### src/multi_level_peak_decimator_unit_defines.svh
// Assertion helpers shared by the decimator RTL.
`ifndef MULTI_LEVEL_PEAK_DECIMATOR_UNIT_DEFINES_SVH
`define MULTI_LEVEL_PEAK_DECIMATOR_UNIT_DEFINES_SVH

// Check a property on every clock edge outside reset.
`define MLPD_ASSERT(label, prop, msg) \
	label: assert property (@(posedge clk) disable iff (!arst_n) (prop)) \
		else $error(msg);

// Check that a condition is followed by a consequence in the next cycle.
`define MLPD_ASSERT_NEXT(label, ante, cons, msg) \
	label: assert property (@(posedge clk) disable iff (!arst_n) (ante) |=> (cons)) \
		else $error(msg);

`endif

### src/mlpd_pkg.sv
package mlpd_pkg;

	localparam int NUM_REGS    = 6;
	localparam int REG_IDX_W   = 3;
	localparam int BLK_W       = 16;
	localparam int SAMPLE_W    = 16;
	localparam int CODE_W      = 8;
	localparam int LEVEL_W     = 3;
	localparam int QUEUE_DEPTH = 2;

	typedef logic [BLK_W-1:0] blk_len_t;
	typedef blk_len_t [NUM_REGS-1:0] blk_arr_t;

	localparam blk_len_t BLK_RESET [NUM_REGS] = '{
		16'd16, 16'd32, 16'd64, 16'd128, 16'd256, 16'd512
	};

	localparam logic signed [SAMPLE_W-1:0] RUN_MIN_RESET = 16'sh7FFF;
	localparam logic signed [SAMPLE_W-1:0] RUN_MAX_RESET = 16'sh8000;

	typedef struct packed {
		logic                       ch;
		logic signed [SAMPLE_W-1:0] sample;
		logic [CODE_W-1:0]          code0;
	} item_t;

	typedef struct packed {
		logic [LEVEL_W-1:0] level;
		logic               ch;
		logic [CODE_W-1:0]  lo;
		logic [CODE_W-1:0]  hi;
	} res_t;

	// ((x + 32768) * 255) >> 16
	function automatic logic [CODE_W-1:0] map_code(input logic signed [SAMPLE_W-1:0] x);
		logic [SAMPLE_W-1:0]        biased;
		logic [SAMPLE_W+CODE_W-1:0] prod;
		biased = {~x[SAMPLE_W-1], x[SAMPLE_W-2:0]};
		prod   = {biased, 8'd0} - {8'd0, biased};
		return prod[SAMPLE_W+CODE_W-1:SAMPLE_W];
	endfunction

endpackage

### src/multi_level_peak_decimator_unit.sv
// Multi-level min/max peak decimator.
// Input stream: one request per audio sample; s_tdata is the signed Q1.15
// sample, s_tuser the channel. Requests for a channel at or above CHANNELS
// are taken and dropped without results.
// Output stream: per request, first the level 0 entry (mapped sample in both
// codes), then one entry per level 1..LEVELS whose block completes, in
// increasing level order; m_tlast marks the final entry of the request.
// Block lengths are written through cfg_we/cfg_idx/cfg_wdata; the user must
// write them only while idle, as the unit itself does not enforce this.
// The back-end sequencer visits level 0, then one level of running state per
// cycle unless a result waits on a stalled output, then closes the request
// and pops the next queued request in that closing step. Each entry is held
// in a pending register until the next one (or the close) shows whether it
// is the last, and only then enters the output register. A two-entry queue
// between the input side and the sequencer keeps requests flowing in while
// results drain. A stalled m_tready holds the output register and halts the
// sequencer once it has a result to pass on; the input side stalls only once
// the queue fills. Reset clears all running min/max/count state and restores
// the default block lengths 16, 32, 64, 128, 256 and 512.
module multi_level_peak_decimator_unit #(
	parameter int CHANNELS = 2,
	parameter int LEVELS   = 6
) (
	input  logic        clk,
	input  logic        arst_n,
	input  logic        s_tvalid,
	output logic        s_tready,
	input  logic [15:0] s_tdata,   // [15:0] sample
	input  logic [0:0]  s_tuser,   // [0] channel
	output logic        m_tvalid,
	input  logic        m_tready,
	output logic [15:0] m_tdata,   // [7:0] low_code, [15:8] high_code
	output logic [3:0]  m_tuser,   // [2:0] level, [3] channel_out
	output logic        m_tlast,
	input  logic        cfg_we,
	input  logic [2:0]  cfg_idx,
	input  logic [15:0] cfg_wdata
);

	mlpd_pkg::blk_arr_t blk_len_q;
	logic               push_valid;
	logic               push_ready;
	mlpd_pkg::item_t    push_item;
	logic               q_valid;
	logic               q_ready;
	mlpd_pkg::item_t    q_item;
	mlpd_pkg::res_t     out_res;

	always_ff @(posedge clk or negedge arst_n) begin
		if (!arst_n) begin
			for (int i = 0; i < mlpd_pkg::NUM_REGS; i++) begin
				blk_len_q[i] <= mlpd_pkg::BLK_RESET[i];
			end
		end else if (cfg_we && ({29'd0, cfg_idx} < 32'(mlpd_pkg::NUM_REGS))) begin
			blk_len_q[cfg_idx] <= cfg_wdata;
		end
	end

	mlpd_front #(
		.CHANNELS(CHANNELS)
	) u_front (
		.s_tvalid  (s_tvalid),
		.s_tready  (s_tready),
		.s_tdata   (s_tdata),
		.s_tuser   (s_tuser),
		.push_valid(push_valid),
		.push_ready(push_ready),
		.push_item (push_item)
	);

	mlpd_queue u_queue (
		.clk       (clk),
		.arst_n    (arst_n),
		.push_valid(push_valid),
		.push_ready(push_ready),
		.push_item (push_item),
		.pop_valid (q_valid),
		.pop_ready (q_ready),
		.pop_item  (q_item)
	);

	mlpd_back #(
		.CHANNELS(CHANNELS),
		.LEVELS  (LEVELS)
	) u_back (
		.clk      (clk),
		.arst_n   (arst_n),
		.blk_len  (blk_len_q),
		.q_valid  (q_valid),
		.q_ready  (q_ready),
		.q_item   (q_item),
		.out_valid(m_tvalid),
		.out_ready(m_tready),
		.out_res  (out_res),
		.out_last (m_tlast)
	);

	assign m_tdata = {out_res.hi, out_res.lo};
	assign m_tuser = {out_res.ch, out_res.level};

endmodule

### src/mlpd_queue.sv
`include "multi_level_peak_decimator_unit_defines.svh"

module mlpd_queue (
	input  logic           clk,
	input  logic           arst_n,
	input  logic           push_valid,
	output logic           push_ready,
	input  mlpd_pkg::item_t push_item,
	output logic           pop_valid,
	input  logic           pop_ready,
	output mlpd_pkg::item_t pop_item
);

	localparam int DEPTH = mlpd_pkg::QUEUE_DEPTH;
	localparam int PTR_W = (DEPTH > 1) ? $clog2(DEPTH) : 1;
	localparam int CNT_W = $clog2(DEPTH + 1);

	mlpd_pkg::item_t    mem_q [DEPTH];
	logic [PTR_W-1:0]   wr_ptr_q;
	logic [PTR_W-1:0]   rd_ptr_q;
	logic [CNT_W-1:0]   cnt_q;
	logic               do_push;
	logic               do_pop;

	assign push_ready = (cnt_q != CNT_W'(DEPTH));
	assign pop_valid  = (cnt_q != '0);
	assign pop_item   = mem_q[rd_ptr_q];
	assign do_push    = push_valid && push_ready;
	assign do_pop     = pop_valid && pop_ready;

	always_ff @(posedge clk or negedge arst_n) begin
		if (!arst_n) begin
			wr_ptr_q <= '0;
			rd_ptr_q <= '0;
			cnt_q    <= '0;
		end else begin
			if (do_push) begin
				wr_ptr_q <= (wr_ptr_q == PTR_W'(DEPTH - 1)) ? '0 : wr_ptr_q + 1'b1;
			end
			if (do_pop) begin
				rd_ptr_q <= (rd_ptr_q == PTR_W'(DEPTH - 1)) ? '0 : rd_ptr_q + 1'b1;
			end
			if (do_push && !do_pop) begin
				cnt_q <= cnt_q + 1'b1;
			end else if (do_pop && !do_push) begin
				cnt_q <= cnt_q - 1'b1;
			end
		end
	end

	always_ff @(posedge clk) begin
		if (do_push) begin
			mem_q[wr_ptr_q] <= push_item;
		end
	end

	`MLPD_ASSERT(a_cnt_range, cnt_q <= CNT_W'(DEPTH), "queue count beyond depth")
	`MLPD_ASSERT_NEXT(a_pop_empties, (cnt_q == CNT_W'(1)) && do_pop && !do_push, !pop_valid, "queue not empty after last pop")

endmodule

### src/mlpd_front.sv
module mlpd_front #(
	parameter int CHANNELS = 2
) (
	input  logic                      s_tvalid,
	output logic                      s_tready,
	input  logic [15:0]               s_tdata,
	input  logic [0:0]                s_tuser,
	output logic                      push_valid,
	input  logic                      push_ready,
	output mlpd_pkg::item_t           push_item
);

	logic drop;

	assign drop     = ({31'd0, s_tuser} >= 32'(CHANNELS));
	assign s_tready = push_ready;

	always_comb begin
		push_valid       = s_tvalid && !drop;
		push_item.ch     = s_tuser[0];
		push_item.sample = s_tdata;
		push_item.code0  = mlpd_pkg::map_code(s_tdata);
	end

endmodule

### src/mlpd_back.sv
`include "multi_level_peak_decimator_unit_defines.svh"

module mlpd_back #(
	parameter int CHANNELS = 2,
	parameter int LEVELS   = 6
) (
	input  logic               clk,
	input  logic               arst_n,
	input  mlpd_pkg::blk_arr_t blk_len,
	input  logic               q_valid,
	output logic               q_ready,
	input  mlpd_pkg::item_t    q_item,
	output logic               out_valid,
	input  logic               out_ready,
	output mlpd_pkg::res_t     out_res,
	output logic               out_last
);

	localparam int NCH     = (CHANNELS > 2) ? 2 : CHANNELS;
	localparam int ENTRIES = NCH * LEVELS;
	localparam int IDX_W   = (ENTRIES > 1) ? $clog2(ENTRIES) : 1;
	localparam int LV_W    = $clog2(LEVELS + 2);
	localparam logic [LV_W-1:0] LAST_LV  = LV_W'(LEVELS);
	localparam logic [LV_W-1:0] FLUSH_LV = LV_W'(LEVELS + 1);

	logic                                 busy_q;
	logic [LV_W-1:0]                      lv_q;
	mlpd_pkg::item_t                      item_q;
	logic                                 pend_valid_q;
	mlpd_pkg::res_t                       pend_q;
	logic                                 out_valid_q;
	mlpd_pkg::res_t                       out_q;
	logic                                 out_last_q;
	logic signed [mlpd_pkg::SAMPLE_W-1:0] run_min_q [ENTRIES];
	logic signed [mlpd_pkg::SAMPLE_W-1:0] run_max_q [ENTRIES];
	logic [mlpd_pkg::BLK_W-1:0]           run_cnt_q [ENTRIES];

	logic [LV_W-1:0]                      lv_m1;
	logic [IDX_W-1:0]                     ent_idx;
	mlpd_pkg::blk_len_t                   blk;
	logic signed [mlpd_pkg::SAMPLE_W-1:0] new_min;
	logic signed [mlpd_pkg::SAMPLE_W-1:0] new_max;
	logic [mlpd_pkg::BLK_W:0]             cnt_inc;
	logic                                 complete;
	logic                                 is_step;
	logic                                 is_flush;
	logic                                 res_v;
	mlpd_pkg::res_t                       new_res;
	logic                                 out_free;
	logic                                 step_fire;
	logic                                 flush_fire;
	logic                                 pop;
	logic                                 out_load;

	always_comb begin
		is_step  = busy_q && (lv_q <= LAST_LV);
		is_flush = busy_q && (lv_q == FLUSH_LV);
		lv_m1    = (lv_q == '0 || lv_q > LAST_LV) ? '0 : lv_q - 1'b1;
		ent_idx  = (item_q.ch ? IDX_W'(LEVELS) : '0) + IDX_W'(lv_m1);
		blk      = blk_len[mlpd_pkg::REG_IDX_W'(lv_m1)];
		new_min  = (item_q.sample < run_min_q[ent_idx]) ? item_q.sample : run_min_q[ent_idx];
		new_max  = (item_q.sample > run_max_q[ent_idx]) ? item_q.sample : run_max_q[ent_idx];
		cnt_inc  = {1'b0, run_cnt_q[ent_idx]} + 1'b1;
		complete = (cnt_inc >= {1'b0, blk});
		res_v    = is_step && ((lv_q == '0) || complete);
		new_res.ch = item_q.ch;
		if (lv_q == '0) begin
			new_res.level = '0;
			new_res.lo    = item_q.code0;
			new_res.hi    = item_q.code0;
		end else begin
			new_res.level = mlpd_pkg::LEVEL_W'(lv_q);
			new_res.lo    = mlpd_pkg::map_code(new_min);
			new_res.hi    = mlpd_pkg::map_code(new_max);
		end
		out_free   = !out_valid_q || out_ready;
		step_fire  = is_step && !(res_v && pend_valid_q && !out_free);
		flush_fire = is_flush && out_free;
		pop        = q_valid && (!busy_q || flush_fire);
		out_load   = (step_fire && res_v && pend_valid_q) || flush_fire;
	end

	assign q_ready   = pop;
	assign out_valid = out_valid_q;
	assign out_res   = out_q;
	assign out_last  = out_last_q;

	always_ff @(posedge clk or negedge arst_n) begin
		if (!arst_n) begin
			busy_q       <= 1'b0;
			lv_q         <= '0;
			pend_valid_q <= 1'b0;
			out_valid_q  <= 1'b0;
			for (int i = 0; i < ENTRIES; i++) begin
				run_min_q[i] <= mlpd_pkg::RUN_MIN_RESET;
				run_max_q[i] <= mlpd_pkg::RUN_MAX_RESET;
				run_cnt_q[i] <= '0;
			end
		end else begin
			if (pop) begin
				busy_q <= 1'b1;
				lv_q   <= '0;
			end else if (flush_fire) begin
				busy_q <= 1'b0;
			end else if (step_fire) begin
				lv_q <= lv_q + 1'b1;
			end
			if (step_fire && res_v) begin
				pend_valid_q <= 1'b1;
			end else if (flush_fire) begin
				pend_valid_q <= 1'b0;
			end
			if (out_load) begin
				out_valid_q <= 1'b1;
			end else if (out_ready) begin
				out_valid_q <= 1'b0;
			end
			if (step_fire && lv_q != '0) begin
				if (complete) begin
					run_min_q[ent_idx] <= mlpd_pkg::RUN_MIN_RESET;
					run_max_q[ent_idx] <= mlpd_pkg::RUN_MAX_RESET;
					run_cnt_q[ent_idx] <= '0;
				end else begin
					run_min_q[ent_idx] <= new_min;
					run_max_q[ent_idx] <= new_max;
					run_cnt_q[ent_idx] <= cnt_inc[mlpd_pkg::BLK_W-1:0];
				end
			end
		end
	end

	always_ff @(posedge clk) begin
		if (pop) begin
			item_q <= q_item;
		end
		if (step_fire && res_v) begin
			pend_q <= new_res;
		end
		if (out_load) begin
			out_q      <= pend_q;
			out_last_q <= flush_fire;
		end
	end

	`MLPD_ASSERT(a_flush_has_pend, is_flush |-> pend_valid_q, "flush without a pending result")
	`MLPD_ASSERT(a_lv0_no_pend, (busy_q && lv_q == '0) |-> !pend_valid_q, "stale result at level zero")
	`MLPD_ASSERT(a_no_pop_mid_item, (busy_q && !flush_fire) |-> !pop, "request popped mid item")
	`MLPD_ASSERT_NEXT(a_flush_marks_last, flush_fire, out_valid_q && out_last_q, "final result not marked last")

endmodule
### config.mk
export PLATFORM = sky130hd
export DESIGN_NAME = multi_level_peak_decimator_unit
export DESIGN_NICKNAME = d
export VERILOG_FILES = /design/src/mlpd_pkg.sv /design/src/multi_level_peak_decimator_unit.sv /design/src/mlpd_queue.sv /design/src/mlpd_front.sv /design/src/mlpd_back.sv
export VERILOG_INCLUDE_DIRS = /design/src /design/src/src
export SDC_FILE = /design/constraint.sdc
export NUM_CORES = 2
export LEC_CHECK = 0
export ABC_CLOCK_PERIOD_IN_PS = 16900
export BUFFER_PORTS_ARGS = -buffer_cell sky130_fd_sc_hd__buf_2
export CELL_PAD_IN_SITES_DETAIL_PLACEMENT = 1
export CELL_PAD_IN_SITES_GLOBAL_PLACEMENT = 1
export CORE_MARGIN = 3
export CORE_UTILIZATION = 55
export DETAILED_ROUTE_END_ITERATION = 10
export PLACE_DENSITY_LB_ADDON = 0.1
export SYNTH_ARGS = -nofsm -noshare
export SYNTH_HDL_FRONTEND = slang
export SYNTH_SLANG_ARGS = --single-unit
### constraint.sdc
create_clock -name clk -period 16.9 [get_ports clk]
set_clock_uncertainty 0.05 [all_clocks]
set_input_delay 3.38 -clock clk [delete_from_list [all_inputs] [get_ports clk]]
set_output_delay 3.38 -clock clk [all_outputs]
set_load 0.02 [all_outputs]
==> load_flow_metrics.sql <==
INSERT INTO impl_metrics (metric_group, metric, value, unit) VALUES
('sta', 'min_period', '12.48', 'ns'),
('placed_design', 'place_area', '0.0390', 'mm^2'),
('logic_synthesis', 'synth_async_sr_flop_share', '85.5', '%'),
('final_layout', 'area_growth', '9.53', '%'),
('sta', 'timing.setup.tns', '0', 'ns'),
('floorplanning', 'die_h', '270', 'um'),
('drt', 'drtAntennaViolNets', '0', ''),
('placed_design', 'port_buffers', '63', ''),
('clock_network', 'clk_pin_slew_worst_paths', '0.06', 'ns'),
('final_layout', 'multi_input_area', '0.0159', 'mm^2'),
('sta', 'final-max-slew-violation-count', '0', ''),
('worst_setup_path', 'reg2reg_slack', '4.42', 'ns'),
('logic_synthesis', 'synthMostInstantiatedCell', 'dfrtp_1', ''),
('run_status', 'outcome', 'finished clean', ''),
('logic_synthesis', 'syn_area', '0.0383', 'mm^2'),
('global_route', 'wire_length_of_the_first_global_routing_pass', '181000', 'um'),
('worst_hold_path', 'hp-start', 'u_back.pend_q[14]$_DFFE_PP_', ''),
('drt', 'avgViaCountPerCell', '6.87', ''),
('global_route', 'grt_antenna_before_repair', '0', ''),
('floorplanning', 'die_area', '0.0729', 'mm^2'),
('worst_setup_path', 'critPathLaunch', 'u_back.lv_q[0]$_DFFE_PN0P_', ''),
('drt', 'route.final.wire_length', '117000', 'um'),
('logic_synthesis', 'synth_area_leader_cell', 'dfrtp_1', ''),
('worst_setup_path', 'worst_setup_path_end_kind', 'flop', ''),
('sta', 'setup_viol', '0', ''),
('clock_network', 'tritoncts.num_buffers', '87', ''),
('global_route', 'pin_count_of_the_biggest_net_entering_global_routing', '186', ''),
('worst_setup_path', 'worst-r2r-cell-count', '27', ''),
('final_layout', 'fill_cells', '6529', ''),
('worst_setup_path', 'timing_worst_setup_path_type', 'reg2reg', ''),
('sta', 'setup_repair_after_global_routing_missed_its_margin', 'no', ''),
('worst_setup_path', 'cp-start-kind', 'flop', ''),
('clock_network', 'max-clock-path-buffers', '3', ''),
('final_layout', 'nets', '2909', ''),
('placed_design', 'routability_cong', '0.864', ''),
('logic_synthesis', 'synth_enable_flop_cells', '116', ''),
('logic_synthesis', 'synth_cell_types', '92', ''),
('worst_setup_path', 'critical_path.top_delay_family', 'buffers and inverters', ''),
('final_layout', 'final_area', '0.0420', 'mm^2'),
('logic_synthesis', 'synth_fp_nets', '2948', ''),
('logic_synthesis', 'syn_inst', '2834', ''),
('final_layout', 'drive_above_1_share', '32.1', '%'),
('final_layout', 'antenna-diode-count', '0', ''),
('worst_setup_path', 'critical-path-slowest-cell', 'nand3b_2', ''),
('floorplanning', 'floorplan.die.width', '270', 'um'),
('sta', 'max_freq', '80.1', 'MHz'),
('clock_network', 'cts.sinks', '798', ''),
('floorplanning', 'start_util', '55.7', '%'),
('worst_setup_path', 'r2r_end', 'u_back.run_min_q[172]$_DFFE_PN1P_', ''),
('sta', 'period_share', '73.9', '%'),
('placed_design', 'placed_cells', '3637', ''),
('logic_synthesis', 'top_reg_cell_synth', 'dfrtp_1', ''),
('worst_hold_path', 'holdCritPathClass', 'reg2reg', ''),
('clock_network', 'worstSkewPairLatency', '0.65', 'ns'),
('floorplanning', 'row_count', '96', ''),
('clock_network', 'cts_setup_buffers', '0', ''),
('drt', 'drtPass1Iterations', '5', ''),
('sta', 'worst-slew-pin-transition', '1.35', 'ns'),
('worst_setup_path', 'worst-endpoint-arrival', '13.00', 'ns'),
('worst_setup_path', 'cp_max_fo', '49', ''),
('logic_synthesis', 'syn_avg_cell_area', '13.5', 'um^2'),
('final_layout', 'regArea', '0.0208', 'mm^2'),
('logic_synthesis', 'most_instantiated_cells_after_synthesis', 'dfrtp_1, mux2_2, a22o_1, dfstp_2, nand2_1', ''),
('clock_network', 'number_of_gates_resized_after_cts', '0', ''),
('worst_hold_path', 'whs_endpoint', 'u_back.out_res[14]$_DFFE_PP_', ''),
('worst_hold_path', 'hold-path-cell-count', '0', ''),
('logic_synthesis', 'synth_top_area_share', '31.6', '%'),
('global_route', 'grt_remaining_overflow', '0', ''),
('floorplanning', 'io-pin-count', '64', ''),
('drt', 'drt_iter0_markers', '2415', ''),
('worst_setup_path', 'required', '17.42', 'ns');
==> worst register-to-register path, stage by stage, from the launching register on <==
cell	delay, ns
dfrtp_1	0.91
clkinv_1	0.90
ha_1	0.54
and3b_4	0.52
or3_1	0.65
clkinv_1	0.85
ha_4	0.45
fa_2	0.42
buf_4	0.27
nor2b_4	0.15
buf_4	0.64
nand2_1	0.13
o21ai_1	0.39
buf_4	0.28
ha_1	0.21
xor2_1	0.88
ha_1	0.41
o21a_1	0.11
o21a_1	0.16
o21a_1	0.16
o21a_1	0.16
o2111ai_1	0.16
a31oi_1	0.12
o31ai_1	0.61
a31oi_4	0.36
nand3b_2	0.97
buf_4	0.61
mux2_2	0.33
==> sequential cells by signal, summed over array words and instances (netlist names) <==
register / count
blk_len_q: 96
u_back.busy_q: 1
u_back.item_q: 25
u_back.lv_q: 3
u_back.out_last: 1
u_back.out_res: 20
u_back.out_valid: 1
u_back.pend_q: 20
u_back.pend_valid_q: 1
u_back.run_cnt_q: 192
u_back.run_max_q: 192
u_back.run_min_q: 192
u_queue.cnt_q: 2
u_queue.mem_q: 50
u_queue.rd_ptr_q: 1
u_queue.wr_ptr_q: 1
==> layout by cell type, fill, tap and decap left out, drive strengths merged, types with 116 or more instances in the layout <==
cell,n
dfrtp,484
mux2,305
a22o,254
dfstp,198
nand2,184
o2bb2ai,133
mux4,129
buf,127
clkbuf,121
edfxtp,116
==> cells by family (layout without fill, tap and decap cells) <==
group / Yosys count / in the layout / synth area share [%]
compound gates: 693 / 693 / 14.5
xor+xnor: 31 / 31 / 0.709
fa+ha+maj: 76 / 76 / 2.49
buf+inv: 332 / 365 / 4.45
flops: 798 / 798 / 54.3
mux: 482 / 482 / 18.0
simple gates: 422 / 422 / 5.62
==> routing by layer <==
metal / vias to the layer above / wire, um / GRT usage (%)
met4: 0 / 3780 / 10.4
met1: 14100 / 50200 / 45.6
met5: - / 0 / 0
met2: 1076 / 55600 / 51.5
li1: 10700 / - / -
met3: 248 / 7800 / 5.81
==> how the worst max path moves through the flow <==
stage,end,slack (ns),cells past startpoint
6_report,u_back.run_min_q[172]$_DFFE_PN1P_,4.42,27
3_5_place_dp,u_back.run_min_q[173]$_DFFE_PN1P_,4.60,27
3_3_place_gp,u_back.run_min_q[172]$_DFFE_PN1P_,4.92,27
4_1_cts,u_back.run_min_q[170]$_DFFE_PN1P_,4.57,27
2_1_floorplan,u_back.pend_q[4]$_DFFE_PP_,6.77,40
5_1_grt,u_back.run_min_q[170]$_DFFE_PN1P_,3.67,27
==> metrics by stage <==
stage	hold slack (ns)	utilization [%]	setup WS [ns]
6_report	0.369	61.0	4.42
5_1_grt	0.382	61.0	3.67
4_1_cts	0.373	61.0	4.57
3_5_place_dp	0.356	56.7	4.60
3_3_place_gp	0.354	56.7	4.92
2_1_floorplan	0.350	-	6.77
==> layout make-up <==
class                      instances  share of cell area, %
tap                              931                   2.78
clock inverter                    40                   1.04
sequential                       798                   49.6
inverter                          77                  0.689
timing repair buffer             127                   2.04
multi-input combinational       1704                   38.0
clock buffer                     121                   5.91
Power is not shown: default switching activity piles up to over one toggle a cycle in this logic, so the estimate is an artifact.
